[config.mk]
export PLATFORM = sky130hd
export DESIGN_NAME = bipartite_max_matching_core
export DESIGN_NICKNAME = d
export VERILOG_FILES = /design/src/rtl/bmm_pkg.sv /design/src/rtl/bmm_ram.sv /design/src/rtl/bmm_sequencer.sv /design/src/rtl/bmm_datapath.sv /design/src/rtl/bipartite_max_matching_core.sv
export SDC_FILE = /design/constraint.sdc
export NUM_CORES = 2
export LEC_CHECK = 0
export BUFFER_PORTS_ARGS = -buffer_cell sky130_fd_sc_hd__buf_2
export CAP_MARGIN = 20
export CORE_AREA = 2 2 448 450
export DETAILED_ROUTE_END_ITERATION = 16
export DIE_AREA = 0 0 450 452
export PLACE_DENSITY = 0.54
export RECOVER_POWER = 25
export SLEW_MARGIN = 20
export SYNTH_ARGS = -nofsm -noshare
export SYNTH_HDL_FRONTEND = slang
export SYNTH_HIERARCHICAL = 1
export SYNTH_SLANG_ARGS = --single-unit
[constraint.sdc]
create_clock -name aclk -period 6.7 [get_ports aclk]
set_input_delay 0.335 -clock aclk [delete_from_list [all_inputs] [get_ports aclk]]
set_output_delay 0.335 -clock aclk [all_outputs]
set_load 0.01 [all_outputs]
[src/rtl/bmm_pkg.sv]
// Shared types, constants and the microcode program of the bipartite matching core.
`default_nettype none

package bmm_pkg;

    // Microcode step address width and type.
    localparam int UPC_W = 4;
    typedef logic [UPC_W-1:0] upc_t;

    // Configuration register reset values.
    localparam logic [5:0] RIGHT_COUNT_RST = 6'd32;
    localparam logic [5:0] LEFT_COUNT_RST  = 6'd32;

    // Input command codes.
    localparam logic CMD_LOAD  = 1'b0;
    localparam logic CMD_START = 1'b1;

    // Step addresses of the microcode program.
    localparam upc_t ST_IDLE   = 4'd0;
    localparam upc_t ST_UBEGIN = 4'd1;
    localparam upc_t ST_PUSH0  = 4'd2;
    localparam upc_t ST_FETCH  = 4'd3;
    localparam upc_t ST_SCAN   = 4'd4;
    localparam upc_t ST_CHKM   = 4'd5;
    localparam upc_t ST_PUSH   = 4'd6;
    localparam upc_t ST_UNWIND = 4'd7;
    localparam upc_t ST_SUCC   = 4'd8;
    localparam upc_t ST_POPCHK = 4'd9;
    localparam upc_t ST_FAIL   = 4'd10;
    localparam upc_t ST_EINIT  = 4'd11;
    localparam upc_t ST_EMIT   = 4'd12;
    localparam upc_t ST_DONE   = 4'd13;

    // Datapath operations selected by a control word.
    typedef enum logic [3:0] {
        OP_NOP,
        OP_IDLE,
        OP_PUSH0,
        OP_FETCH,
        OP_SCAN,
        OP_PUSH,
        OP_UNWIND,
        OP_SUCC,
        OP_NEXTU,
        OP_EINIT,
        OP_EMIT
    } uop_t;

    // Jump conditions selected by a control word.
    typedef enum logic [3:0] {
        C_NEVER,
        C_ALWAYS,
        C_NOT_START,
        C_U_DONE,
        C_NOT_FOUND,
        C_ROW_FREE,
        C_DEPTH_GT1,
        C_DEPTH_NZ,
        C_EMIT_MORE,
        C_RC_ZERO
    } cond_t;

    // One control word: datapath operation, jump condition and jump target.
    typedef struct packed {
        uop_t  op;
        cond_t cond;
        upc_t  target;
    } uword_t;

    // Status flags the datapath reports to the sequencer.
    typedef struct packed {
        logic start_acc;
        logic u_done;
        logic not_found;
        logic row_free;
        logic depth_gt1;
        logic depth_nz;
        logic emit_more;
        logic rc_zero;
    } dp_status_t;

    // Read-only control store. Without a jump, the step counter advances by one.
    function automatic uword_t ucode_rom(input upc_t addr);
        uword_t w;
        unique case (addr)
            ST_IDLE:   w = '{op: OP_IDLE,   cond: C_NOT_START, target: ST_IDLE};
            ST_UBEGIN: w = '{op: OP_NOP,    cond: C_U_DONE,    target: ST_EINIT};
            ST_PUSH0:  w = '{op: OP_PUSH0,  cond: C_NEVER,     target: ST_IDLE};
            ST_FETCH:  w = '{op: OP_FETCH,  cond: C_NEVER,     target: ST_IDLE};
            ST_SCAN:   w = '{op: OP_SCAN,   cond: C_NOT_FOUND, target: ST_POPCHK};
            ST_CHKM:   w = '{op: OP_NOP,    cond: C_ROW_FREE,  target: ST_UNWIND};
            ST_PUSH:   w = '{op: OP_PUSH,   cond: C_ALWAYS,    target: ST_FETCH};
            ST_UNWIND: w = '{op: OP_UNWIND, cond: C_DEPTH_GT1, target: ST_UNWIND};
            ST_SUCC:   w = '{op: OP_SUCC,   cond: C_ALWAYS,    target: ST_UBEGIN};
            ST_POPCHK: w = '{op: OP_NOP,    cond: C_DEPTH_NZ,  target: ST_FETCH};
            ST_FAIL:   w = '{op: OP_NEXTU,  cond: C_ALWAYS,    target: ST_UBEGIN};
            ST_EINIT:  w = '{op: OP_EINIT,  cond: C_RC_ZERO,   target: ST_IDLE};
            ST_EMIT:   w = '{op: OP_EMIT,   cond: C_EMIT_MORE, target: ST_EMIT};
            ST_DONE:   w = '{op: OP_NOP,    cond: C_ALWAYS,    target: ST_IDLE};
            default:   w = '{op: OP_NOP,    cond: C_ALWAYS,    target: ST_IDLE};
        endcase
        return w;
    endfunction

endpackage

`default_nettype wire

[src/rtl/bmm_ram.sv]
// Generic single-port-write, single-port-read RAM with registered read data.
`default_nettype none

module bmm_ram #(
    parameter int WIDTH = 32,
    parameter int DEPTH = 32,
    localparam int AW = (DEPTH > 1) ? $clog2(DEPTH) : 1
) (
    input  wire logic             clk,
    input  wire logic             we,
    input  wire logic [AW-1:0]    waddr,
    input  wire logic [WIDTH-1:0] wdata,
    input  wire logic             re,
    input  wire logic [AW-1:0]    raddr,
    output logic      [WIDTH-1:0] rdata
);

    logic [WIDTH-1:0] mem_reg [DEPTH];
    logic [WIDTH-1:0] rdata_reg;

    // Write port.
    always_ff @(posedge clk) begin
        if (we) begin
            mem_reg[waddr] <= wdata;
        end
    end

    // Registered read port.
    always_ff @(posedge clk) begin
        if (re) begin
            rdata_reg <= mem_reg[raddr];
        end
    end

    assign rdata = rdata_reg;

endmodule

`default_nettype wire

[src/rtl/bmm_sequencer.sv]
// Microcode sequencer: step counter, control store lookup and conditional jumps.
`default_nettype none

module bmm_sequencer (
    input  wire logic                aclk,
    input  wire logic                aresetn,
    input  wire bmm_pkg::dp_status_t status,
    output bmm_pkg::uword_t          uword
);

    bmm_pkg::upc_t upc_reg;
    bmm_pkg::upc_t upc_next;
    logic          jump;

    // The current control word comes straight from the control store.
    assign uword = bmm_pkg::ucode_rom(upc_reg);

    // Condition select and next step.
    always_comb begin
        unique case (uword.cond)
            bmm_pkg::C_NEVER:     jump = 1'b0;
            bmm_pkg::C_ALWAYS:    jump = 1'b1;
            bmm_pkg::C_NOT_START: jump = !status.start_acc;
            bmm_pkg::C_U_DONE:    jump = status.u_done;
            bmm_pkg::C_NOT_FOUND: jump = status.not_found;
            bmm_pkg::C_ROW_FREE:  jump = status.row_free;
            bmm_pkg::C_DEPTH_GT1: jump = status.depth_gt1;
            bmm_pkg::C_DEPTH_NZ:  jump = status.depth_nz;
            bmm_pkg::C_EMIT_MORE: jump = status.emit_more;
            bmm_pkg::C_RC_ZERO:   jump = status.rc_zero;
            default:              jump = 1'b1;
        endcase
        upc_next = jump ? uword.target : upc_reg + bmm_pkg::upc_t'(1);
    end

    // Step counter.
    always_ff @(posedge aclk) begin
        if (!aresetn) begin
            upc_reg <= bmm_pkg::ST_IDLE;
        end else begin
            upc_reg <= upc_next;
        end
    end

    // The program never runs past its final step.
    a_upc_in_program: assert property (@(posedge aclk) disable iff (!aresetn)
        upc_reg <= bmm_pkg::ST_DONE)
        else $error("microcode step counter left the program");

endmodule

`default_nettype wire

[src/rtl/bmm_datapath.sv]
// Matching datapath: adjacency store, search stack, match table and result register.
`default_nettype none

module bmm_datapath #(
    parameter int MAX_RIGHT = 32,
    parameter int MAX_LEFT  = 32
) (
    input  wire logic                aclk,
    input  wire logic                aresetn,
    input  wire bmm_pkg::uword_t     uword,
    input  wire logic                in_acc,
    input  wire logic                s_command,
    input  wire logic [4:0]          s_left_vertex,
    input  wire logic [31:0]         s_adjacency_mask,
    input  wire logic [5:0]          right_count,
    input  wire logic [5:0]          left_count,
    input  wire logic                m_ready,
    output logic                     m_valid,
    output logic [4:0]               m_right_vertex,
    output logic                     m_is_matched,
    output logic [4:0]               m_matched_left,
    output logic [5:0]               m_match_total,
    output logic                     m_last,
    output bmm_pkg::dp_status_t      status
);

    localparam int ER  = (MAX_RIGHT < 32) ? MAX_RIGHT : 32;
    localparam int RW  = $clog2(ER);
    localparam int CW  = $clog2(ER + 1);
    localparam int LW  = $clog2(MAX_LEFT);
    localparam int LCW = $clog2(MAX_LEFT + 1);

    typedef struct packed {
        logic [LW-1:0] lv;
        logic [CW-1:0] nxt;
        logic [RW-1:0] row;
    } frame_t;

    // Control registers.
    logic [CW-1:0]       rc_reg, rc_next;
    logic [LCW-1:0]      lc_reg, lc_next;
    logic [LCW-1:0]      u_reg, u_next;
    logic [CW-1:0]       depth_reg, depth_next;
    logic [ER-1:0]       visited_reg, visited_next;
    logic [CW-1:0]       cur_next_reg, cur_next_next;
    logic [RW-1:0]       r_reg, r_next;
    logic [CW-1:0]       count_reg, count_next;
    logic [RW-1:0]       rout_reg, rout_next;
    logic                m_valid_reg, m_valid_next;
    logic                adj_vld_reg;
    logic [MAX_LEFT-1:0] adj_valid_reg;
    logic [ER-1:0]       mvalid_reg;

    // Payload storage.
    logic [LW-1:0]       mtab_reg [ER];
    frame_t              stack_reg [ER];
    logic [4:0]          m_right_vertex_reg;
    logic                m_is_matched_reg;
    logic [4:0]          m_matched_left_reg;
    logic [5:0]          m_match_total_reg;
    logic                m_last_reg;

    // Combinational helpers.
    logic                load_acc, start_acc, load_in_range;
    logic [LW-1:0]       load_addr;
    logic [CW-1:0]       depth_m1;
    logic [RW-1:0]       top_idx, push_idx;
    frame_t              top_frame;
    logic [31:0]         adj_rdata;
    logic [31:0]         mask_eff;
    logic [ER-1:0]       cand;
    logic                found;
    logic [RW-1:0]       fidx;
    logic [RW-1:0]       mt_raddr;
    logic [LW-1:0]       mtab_rd;
    logic                mv_rd;
    logic                load_ok, last_now;
    logic [CW-1:0]       rc_eff;
    logic [LCW-1:0]      lc_eff;

    // Input item decode.
    assign load_acc      = in_acc && (s_command == bmm_pkg::CMD_LOAD);
    assign start_acc     = in_acc && (s_command == bmm_pkg::CMD_START);
    assign load_in_range = ({27'd0, s_left_vertex} < 32'(MAX_LEFT));
    assign load_addr     = LW'(s_left_vertex);

    // Saturated counts latched at a start transfer.
    assign rc_eff = (int'(right_count) < ER) ? CW'(right_count) : CW'(ER);
    assign lc_eff = (int'(left_count) < MAX_LEFT) ? LCW'(left_count) : LCW'(MAX_LEFT);

    // Top of the search stack.
    assign depth_m1  = depth_reg - CW'(1);
    assign top_idx   = depth_m1[RW-1:0];
    assign push_idx  = depth_reg[RW-1:0];
    assign top_frame = stack_reg[top_idx];

    // Adjacency store; rows never loaded since reset read as no edges.
    bmm_ram #(
        .WIDTH (32),
        .DEPTH (MAX_LEFT)
    ) u_adj_ram (
        .clk   (aclk),
        .we    (load_acc && load_in_range),
        .waddr (load_addr),
        .wdata (s_adjacency_mask),
        .re    (uword.op == bmm_pkg::OP_FETCH),
        .raddr (top_frame.lv),
        .rdata (adj_rdata)
    );

    assign mask_eff = adj_vld_reg ? adj_rdata : 32'd0;

    // Candidate rows: an edge, not visited in this attempt, at or past the resume
    // point, and inside the right count. The lowest candidate wins.
    always_comb begin
        found = 1'b0;
        fidx  = '0;
        for (int i = 0; i < ER; i++) begin
            cand[i] = mask_eff[i] && !visited_reg[i] &&
                      (CW'(i) >= cur_next_reg) && (CW'(i) < rc_reg);
        end
        for (int i = ER - 1; i >= 0; i--) begin
            if (cand[i]) begin
                found = 1'b1;
                fidx  = RW'(i);
            end
        end
    end

    // Match table read port, shared by the search and result emission.
    assign mt_raddr = (uword.op == bmm_pkg::OP_EMIT) ? rout_reg : r_reg;
    assign mtab_rd  = mtab_reg[mt_raddr];
    assign mv_rd    = mvalid_reg[mt_raddr];

    // Result register handshake.
    assign load_ok  = !m_valid_reg || m_ready;
    assign last_now = ((CW'(rout_reg) + CW'(1)) == rc_reg);

    // Status toward the sequencer.
    assign status.start_acc = start_acc;
    assign status.u_done    = (u_reg >= lc_reg) || (rc_reg == '0);
    assign status.not_found = !found;
    assign status.row_free  = !mv_rd;
    assign status.depth_gt1 = (depth_reg > CW'(1));
    assign status.depth_nz  = (depth_reg != '0);
    assign status.emit_more = !(load_ok && last_now);
    assign status.rc_zero   = (rc_reg == '0);

    // Next values of the control registers.
    always_comb begin
        rc_next       = rc_reg;
        lc_next       = lc_reg;
        u_next        = u_reg;
        depth_next    = depth_reg;
        visited_next  = visited_reg;
        cur_next_next = cur_next_reg;
        r_next        = r_reg;
        count_next    = count_reg;
        rout_next     = rout_reg;
        m_valid_next  = m_valid_reg && !m_ready;
        unique case (uword.op)
            bmm_pkg::OP_IDLE: begin
                if (start_acc) begin
                    rc_next    = rc_eff;
                    lc_next    = lc_eff;
                    u_next     = '0;
                    count_next = '0;
                end
            end
            bmm_pkg::OP_PUSH0: begin
                depth_next   = CW'(1);
                visited_next = '0;
            end
            bmm_pkg::OP_FETCH: begin
                cur_next_next = top_frame.nxt;
            end
            bmm_pkg::OP_SCAN: begin
                if (found) begin
                    visited_next[fidx] = 1'b1;
                    r_next             = fidx;
                end else begin
                    depth_next = depth_m1;
                end
            end
            bmm_pkg::OP_PUSH: begin
                depth_next = depth_reg + CW'(1);
            end
            bmm_pkg::OP_UNWIND: begin
                depth_next = depth_m1;
            end
            bmm_pkg::OP_SUCC: begin
                count_next = count_reg + CW'(1);
                u_next     = u_reg + LCW'(1);
            end
            bmm_pkg::OP_NEXTU: begin
                u_next = u_reg + LCW'(1);
            end
            bmm_pkg::OP_EINIT: begin
                rout_next = '0;
            end
            bmm_pkg::OP_EMIT: begin
                if (load_ok) begin
                    m_valid_next = 1'b1;
                    rout_next    = rout_reg + RW'(1);
                end
            end
            default: begin
            end
        endcase
    end

    // Control register update.
    always_ff @(posedge aclk) begin
        if (!aresetn) begin
            rc_reg       <= '0;
            lc_reg       <= '0;
            u_reg        <= '0;
            depth_reg    <= '0;
            visited_reg  <= '0;
            cur_next_reg <= '0;
            r_reg        <= '0;
            count_reg    <= '0;
            rout_reg     <= '0;
            m_valid_reg  <= 1'b0;
        end else begin
            rc_reg       <= rc_next;
            lc_reg       <= lc_next;
            u_reg        <= u_next;
            depth_reg    <= depth_next;
            visited_reg  <= visited_next;
            cur_next_reg <= cur_next_next;
            r_reg        <= r_next;
            count_reg    <= count_next;
            rout_reg     <= rout_next;
            m_valid_reg  <= m_valid_next;
        end
    end

    // Adjacency row valid bits; a row reads as empty until it is loaded.
    always_ff @(posedge aclk) begin
        if (!aresetn) begin
            adj_valid_reg <= '0;
            adj_vld_reg   <= 1'b0;
        end else begin
            if (load_acc && load_in_range) begin
                adj_valid_reg[load_addr] <= 1'b1;
            end
            if (uword.op == bmm_pkg::OP_FETCH) begin
                adj_vld_reg <= adj_valid_reg[top_frame.lv];
            end
        end
    end

    // Match valid bits: cleared by a start transfer, set while an augmenting
    // path is written back.
    always_ff @(posedge aclk) begin
        if (!aresetn) begin
            mvalid_reg <= '0;
        end else if (start_acc) begin
            mvalid_reg <= '0;
        end else if (uword.op == bmm_pkg::OP_UNWIND) begin
            mvalid_reg[top_frame.row] <= 1'b1;
        end
    end

    // Match table entries along the augmenting path.
    always_ff @(posedge aclk) begin
        if (uword.op == bmm_pkg::OP_UNWIND) begin
            mtab_reg[top_frame.row] <= top_frame.lv;
        end
    end

    // Search stack frames.
    always_ff @(posedge aclk) begin
        unique case (uword.op)
            bmm_pkg::OP_PUSH0: begin
                stack_reg[0] <= '{lv: LW'(u_reg), nxt: '0, row: '0};
            end
            bmm_pkg::OP_SCAN: begin
                if (found) begin
                    stack_reg[top_idx].nxt <= CW'(fidx) + CW'(1);
                    stack_reg[top_idx].row <= fidx;
                end
            end
            bmm_pkg::OP_PUSH: begin
                // A frame past the deepest slot sees every row visited and only
                // pops, so it needs no storage.
                if (depth_reg < CW'(ER)) begin
                    stack_reg[push_idx] <= '{lv: mtab_rd, nxt: '0, row: '0};
                end
            end
            default: begin
            end
        endcase
    end

    // Result payload, loaded when the output register is free or being drained.
    always_ff @(posedge aclk) begin
        if ((uword.op == bmm_pkg::OP_EMIT) && load_ok) begin
            m_right_vertex_reg <= 5'(rout_reg);
            m_is_matched_reg   <= mv_rd;
            m_matched_left_reg <= mv_rd ? 5'(mtab_rd) : 5'd0;
            m_match_total_reg  <= 6'(count_reg);
            m_last_reg         <= last_now;
        end
    end

    assign m_valid        = m_valid_reg;
    assign m_right_vertex = m_right_vertex_reg;
    assign m_is_matched   = m_is_matched_reg;
    assign m_matched_left = m_matched_left_reg;
    assign m_match_total  = m_match_total_reg;
    assign m_last         = m_last_reg;

    // Every frame on the stack holds its own matched row, so a push never starts
    // from a depth above the right count.
    a_push_bounded: assert property (@(posedge aclk) disable iff (!aresetn)
        (uword.op == bmm_pkg::OP_PUSH) |-> (depth_reg <= rc_reg))
        else $error("search stack pushed beyond the right count");

    // Before emission the matched rows agree with the match count.
    a_count_consistent: assert property (@(posedge aclk) disable iff (!aresetn)
        (uword.op == bmm_pkg::OP_EINIT) |-> ($countones(mvalid_reg) == int'(count_reg)))
        else $error("match count differs from matched rows");

endmodule

`default_nettype wire

[src/rtl/bipartite_max_matching_core.sv]
// Top level of the bipartite maximum matching core: configuration port and block wiring.
//
//   Channel | Direction | Handshake         | Payload
//   s_      | in        | s_valid/s_ready   | command, left_vertex, adjacency_mask
//   m_      | out       | m_valid/m_ready   | right_vertex, is_matched, matched_left,
//           |           |                   | match_total, last
//   APB     | in/out    | psel/penable      | right_count (0x0), left_count (0x4)
//
// Loads can follow each other every cycle. A start runs the search: it opens each left
// vertex, pushes frames and backtracks; a success writes back the path rows, a failure
// moves to the next left vertex. Emission runs a setup step, then one result per cycle
// over the right count while the result register is free or being drained, then returns
// to idle. Reset is synchronous and marks every adjacency row and match entry invalid.
// A stalled result holds the emit step; input waits until the last result is registered.
`default_nettype none

module bipartite_max_matching_core #(
    parameter int MAX_RIGHT = 32,
    parameter int MAX_LEFT  = 32
) (
    input  wire logic        aclk,
    input  wire logic        aresetn,
    // Configuration port.
    input  wire logic        psel,
    input  wire logic        penable,
    input  wire logic        pwrite,
    input  wire logic [2:0]  paddr,
    input  wire logic [31:0] pwdata,
    output logic      [31:0] prdata,
    output logic             pready,
    // Input channel.
    input  wire logic        s_valid,
    output logic             s_ready,
    input  wire logic        s_command,
    input  wire logic [4:0]  s_left_vertex,
    input  wire logic [31:0] s_adjacency_mask,
    // Result channel.
    output logic             m_valid,
    input  wire logic        m_ready,
    output logic [4:0]       m_right_vertex,
    output logic             m_is_matched,
    output logic [4:0]       m_matched_left,
    output logic [5:0]       m_match_total,
    output logic             m_last
);

    localparam logic REG_RIGHT_COUNT = 1'b0;
    localparam logic REG_LEFT_COUNT  = 1'b1;

    logic [5:0]          right_count_reg, right_count_next;
    logic [5:0]          left_count_reg, left_count_next;
    logic                cfg_wr;
    logic                in_acc;
    bmm_pkg::uword_t     uword;
    bmm_pkg::dp_status_t status;

    // Configuration registers, written on the access cycle of a write transfer.
    assign pready = 1'b1;
    assign cfg_wr = psel && penable && pwrite;

    always_comb begin
        right_count_next = right_count_reg;
        left_count_next  = left_count_reg;
        if (cfg_wr) begin
            unique case (paddr[2])
                REG_RIGHT_COUNT: right_count_next = pwdata[5:0];
                REG_LEFT_COUNT:  left_count_next  = pwdata[5:0];
                default: begin
                end
            endcase
        end
    end

    always_ff @(posedge aclk) begin
        if (!aresetn) begin
            right_count_reg <= bmm_pkg::RIGHT_COUNT_RST;
            left_count_reg  <= bmm_pkg::LEFT_COUNT_RST;
        end else begin
            right_count_reg <= right_count_next;
            left_count_reg  <= left_count_next;
        end
    end

    // Register read-back.
    always_comb begin
        unique case (paddr[2])
            REG_RIGHT_COUNT: prdata = {26'd0, right_count_reg};
            REG_LEFT_COUNT:  prdata = {26'd0, left_count_reg};
            default:         prdata = 32'd0;
        endcase
    end

    // Input transfers are taken only in the idle step of the program.
    assign s_ready = (uword.op == bmm_pkg::OP_IDLE);
    assign in_acc  = s_valid && s_ready;

    bmm_sequencer u_seq (
        .aclk    (aclk),
        .aresetn (aresetn),
        .status  (status),
        .uword   (uword)
    );

    bmm_datapath #(
        .MAX_RIGHT (MAX_RIGHT),
        .MAX_LEFT  (MAX_LEFT)
    ) u_dp (
        .aclk             (aclk),
        .aresetn          (aresetn),
        .uword            (uword),
        .in_acc           (in_acc),
        .s_command        (s_command),
        .s_left_vertex    (s_left_vertex),
        .s_adjacency_mask (s_adjacency_mask),
        .right_count      (right_count_reg),
        .left_count       (left_count_reg),
        .m_ready          (m_ready),
        .m_valid          (m_valid),
        .m_right_vertex   (m_right_vertex),
        .m_is_matched     (m_is_matched),
        .m_matched_left   (m_matched_left),
        .m_match_total    (m_match_total),
        .m_last           (m_last),
        .status           (status)
    );

    // A start transfer always leaves the idle step for the search.
    a_start_leaves_idle: assert property (@(posedge aclk) disable iff (!aresetn)
        (s_valid && s_ready && (s_command == bmm_pkg::CMD_START)) |=> !s_ready)
        else $error("input still accepted after a start transfer");

endmodule

`default_nettype wire

==> results.cfg <==
[run_status]
status = finished, final reports clean

[setup_path]
critPathCaptureType = flip-flop
start_kind = flip-flop
cp_slowest_cell = a21oi_1
worstPathArrival_ns = 6.47
cp_cell_sequence = nand2b_1, nor2_2, mux2i_4, buf_4, mux4_2, nand2_1, a31oi_1, a21oi_1, a32oi_1, a41oi_1, buf_4, o21ai_0, o21ai_0, nand2_1, ha_1, nor4_1, a221oi_1
critical_path.top_delay_family = compound AO/OA/AOI/OAI gates
crit_type = flip-flop to flip-flop
worst_path_largest_cell_delay_ns = 0.69
path_max_fanout = 29
cp.required_ns = 7.38
crit_buf_inv = 2

[die]
start_util_pct = 38.85
die_w_um = 450
core.rowCount = 164
io_pins = 133
die-area_um2 = 203400
core-area_um2 = 198600
die_h_um = 452

[routing]
route.detailed.drc = 0
wire_per_inst_um = 25.86
num_vias = 42005
routed_wirelength_um = 198900
ant_nets = 0
vias_per_cell = 5.461
drtPass1Iterations = 5
first_iter_violations = 3991

[placed_design]
gp_congestion = 0.8563
post-dp-hpwl_um = 119700
port_buffers = 77
dp_cells = 7272

[synth]
synth_ff_type = edfxtp_1
avgSynthCellArea_um2 = 16.73
async_flop_share_pct = 0
yosysWarnings = 6
yosys.area.top_type = edfxtp_1
synth_edf_count = 1746
ys_seq_area_share_pct = 72.41
synth_cell_type_count = 102
synth_seq_cells = 1918
syn_area_um2 = 77160
synth_area_leaders = edfxtp_1 68%, mux2i_1 7.3%, mux4_2 6.1%
synthDominantCellAreaShare_pct = 67.95
syn_inst = 4612

[clocking]
htreeDepth = 4
root_buffer = clkbuf_16
cts-hold-fix-buffers = 42
cts_buffers = 198
cts_tree = done
cts_sinks = 1918
cts-resized-gates = 0
cts_setup_buffers = 0
cts.clk_slew.worst_paths_ns = 0.06
clkLatencyLatePin_ns = 0.84
clock_path_buffers = 3

[final_layout]
syn2layout_area_growth_pct = 14.33
layout-drive-gt1-share_pct = 16.72
largest_reg_flops = 1024
final_common_cell = edfxtp_1
instances_no_fill = 7692
layout_common_cells = 1,746 x edfxtp_1, 558 x mux2i_1, 255 x nor2_1
layout.nets = 4962

[sta]
fin_crit_ns = 5.790
fin_worst_skew_ns = 0.03641
rsz0062_at_grt = no
setup_viol = 0
setup_tns_ns = 0
period_share_pct = 86.42
slew_violations = 0
tightest_slew_ns = 1.463
clock.fmax_mhz = 172.7
slew_headroom_pct = 2.434
finalHoldViolations = 0

[global_routing]
grt_max_degree = 109
grt_antenna_before_repair = 18
grt_pass1_vias = 41629
grt_pass1_wl_um = 289200
gr-total-overflow = 0
gr-usage-all-layers_pct = 19.29

[min_path]
holdCritPathClass = primary input to flip-flop

[job]
drv_cap = 0
[cell usage after synthesis, types with 19 or more instances]
| cell type | instances |
|---|---|
| mux2i_1 | 564 |
| a22oi_1 | 110 |
| and2_1 | 27 |
| dfxtp_1 | 172 |
| a21oi_1 | 179 |
| clkbuf_1 | 106 |
| buf_2 | 60 |
| nor2_1 | 297 |
| nand2_1 | 224 |
| buf_4 | 62 |
| a22o_1 | 65 |
| inv_1 | 43 |
| ha_1 | 23 |
| nor3_1 | 58 |
| o21ai_0 | 67 |
| a31oi_1 | 64 |
| a211oi_1 | 25 |
| nand2b_1 | 21 |
| o21a_1 | 43 |
| nor2b_1 | 25 |
| edfxtp_1 | 1746 |
| mux4_2 | 208 |
| nand3_1 | 136 |
| buf_1 | 22 |
| buf_6 | 19 |
| nor3b_1 | 22 |
[worst register-to-register path: stages, from the launching register on]
cell and delay (ns):
dfxtp_1 0.59, nand2b_1 0.17, nor2_2 0.35, mux2i_4 0.50
buf_4 0.58, mux4_2 0.64, nand2_1 0.09, a31oi_1 0.16
a21oi_1 0.69, a32oi_1 0.15, a41oi_1 0.23, buf_4 0.21
o21ai_0 0.09, o21ai_0 0.21, nand2_1 0.19, ha_1 0.36
nor4_1 0.31, a221oi_1 0.14
[cells by family after synthesis]
group | after synthesis | share of synthesized area, %
flip-flops | 1918 | 72.41
AND/OR/NAND/NOR | 890 | 5.414
multiplexers | 791 | 13.67
AO/OA/AOI/OAI | 656 | 5.815
buffers and inverters | 317 | 2.136
adder cells (fa/ha/maj) | 23 | 0.3730
XOR/XNOR | 15 | 0.1703
other | 2 | 0.009733
[per-layer routing]
| metal | vias up | track usage, % | wire, µm |
|---|---|---|---|
| li1 | 18693 | - | - |
| met1 | 21833 | 26.40 | 87110 |
| met2 | 1150 | 31.96 | 96720 |
| met3 | 309 | 3.147 | 10250 |
| met4 | 20 | 5.233 | 4705 |
| met5 | - | 0 | 123 |
[final cells by class]
type                    count  area, µm²
fillers                 17371     110400
diodes                      5      12.51
repair buffers            293       2400
inverters                  46      180.2
clock inverters            99      817.0
well taps                2656       3323
multi-input cells        2402      20160
flip-flops and latches   1918      55880
clock buffers             273       5451
[final timing paths]
check                           slack, ns                endpoint                  from  depth (start not counted)
worst max-delay path                 0.91          u_seq/uword[4]        u_seq/uword[9]                         17
worst min-delay path                 0.10  u_dp/adj_valid_reg[31]      s_left_vertex[1]                          5
worst max register to register       0.91          u_seq/uword[4]        u_seq/uword[9]                         17
worst min register to register       0.45    u_dp/visited_reg[25]  u_dp/visited_reg[25]                          2
[through the flow]
stage	util (%)	area (µm²)	hold slack, ns	worst slack [ns]
floorplan	-	77260	0.4064	0.5382
global placement	40.98	81400	0.4306	0.8659
detailed placement	41.04	81530	0.4412	0.9068
CTS	44.41	88220	0.006223	0.8782
global route	44.41	88210	0.08809	0.4544
finish	44.41	88220	0.1009	0.9098
Power is not shown: default switching activity piles up to over one toggle a cycle in this logic, so the estimate is an artifact.
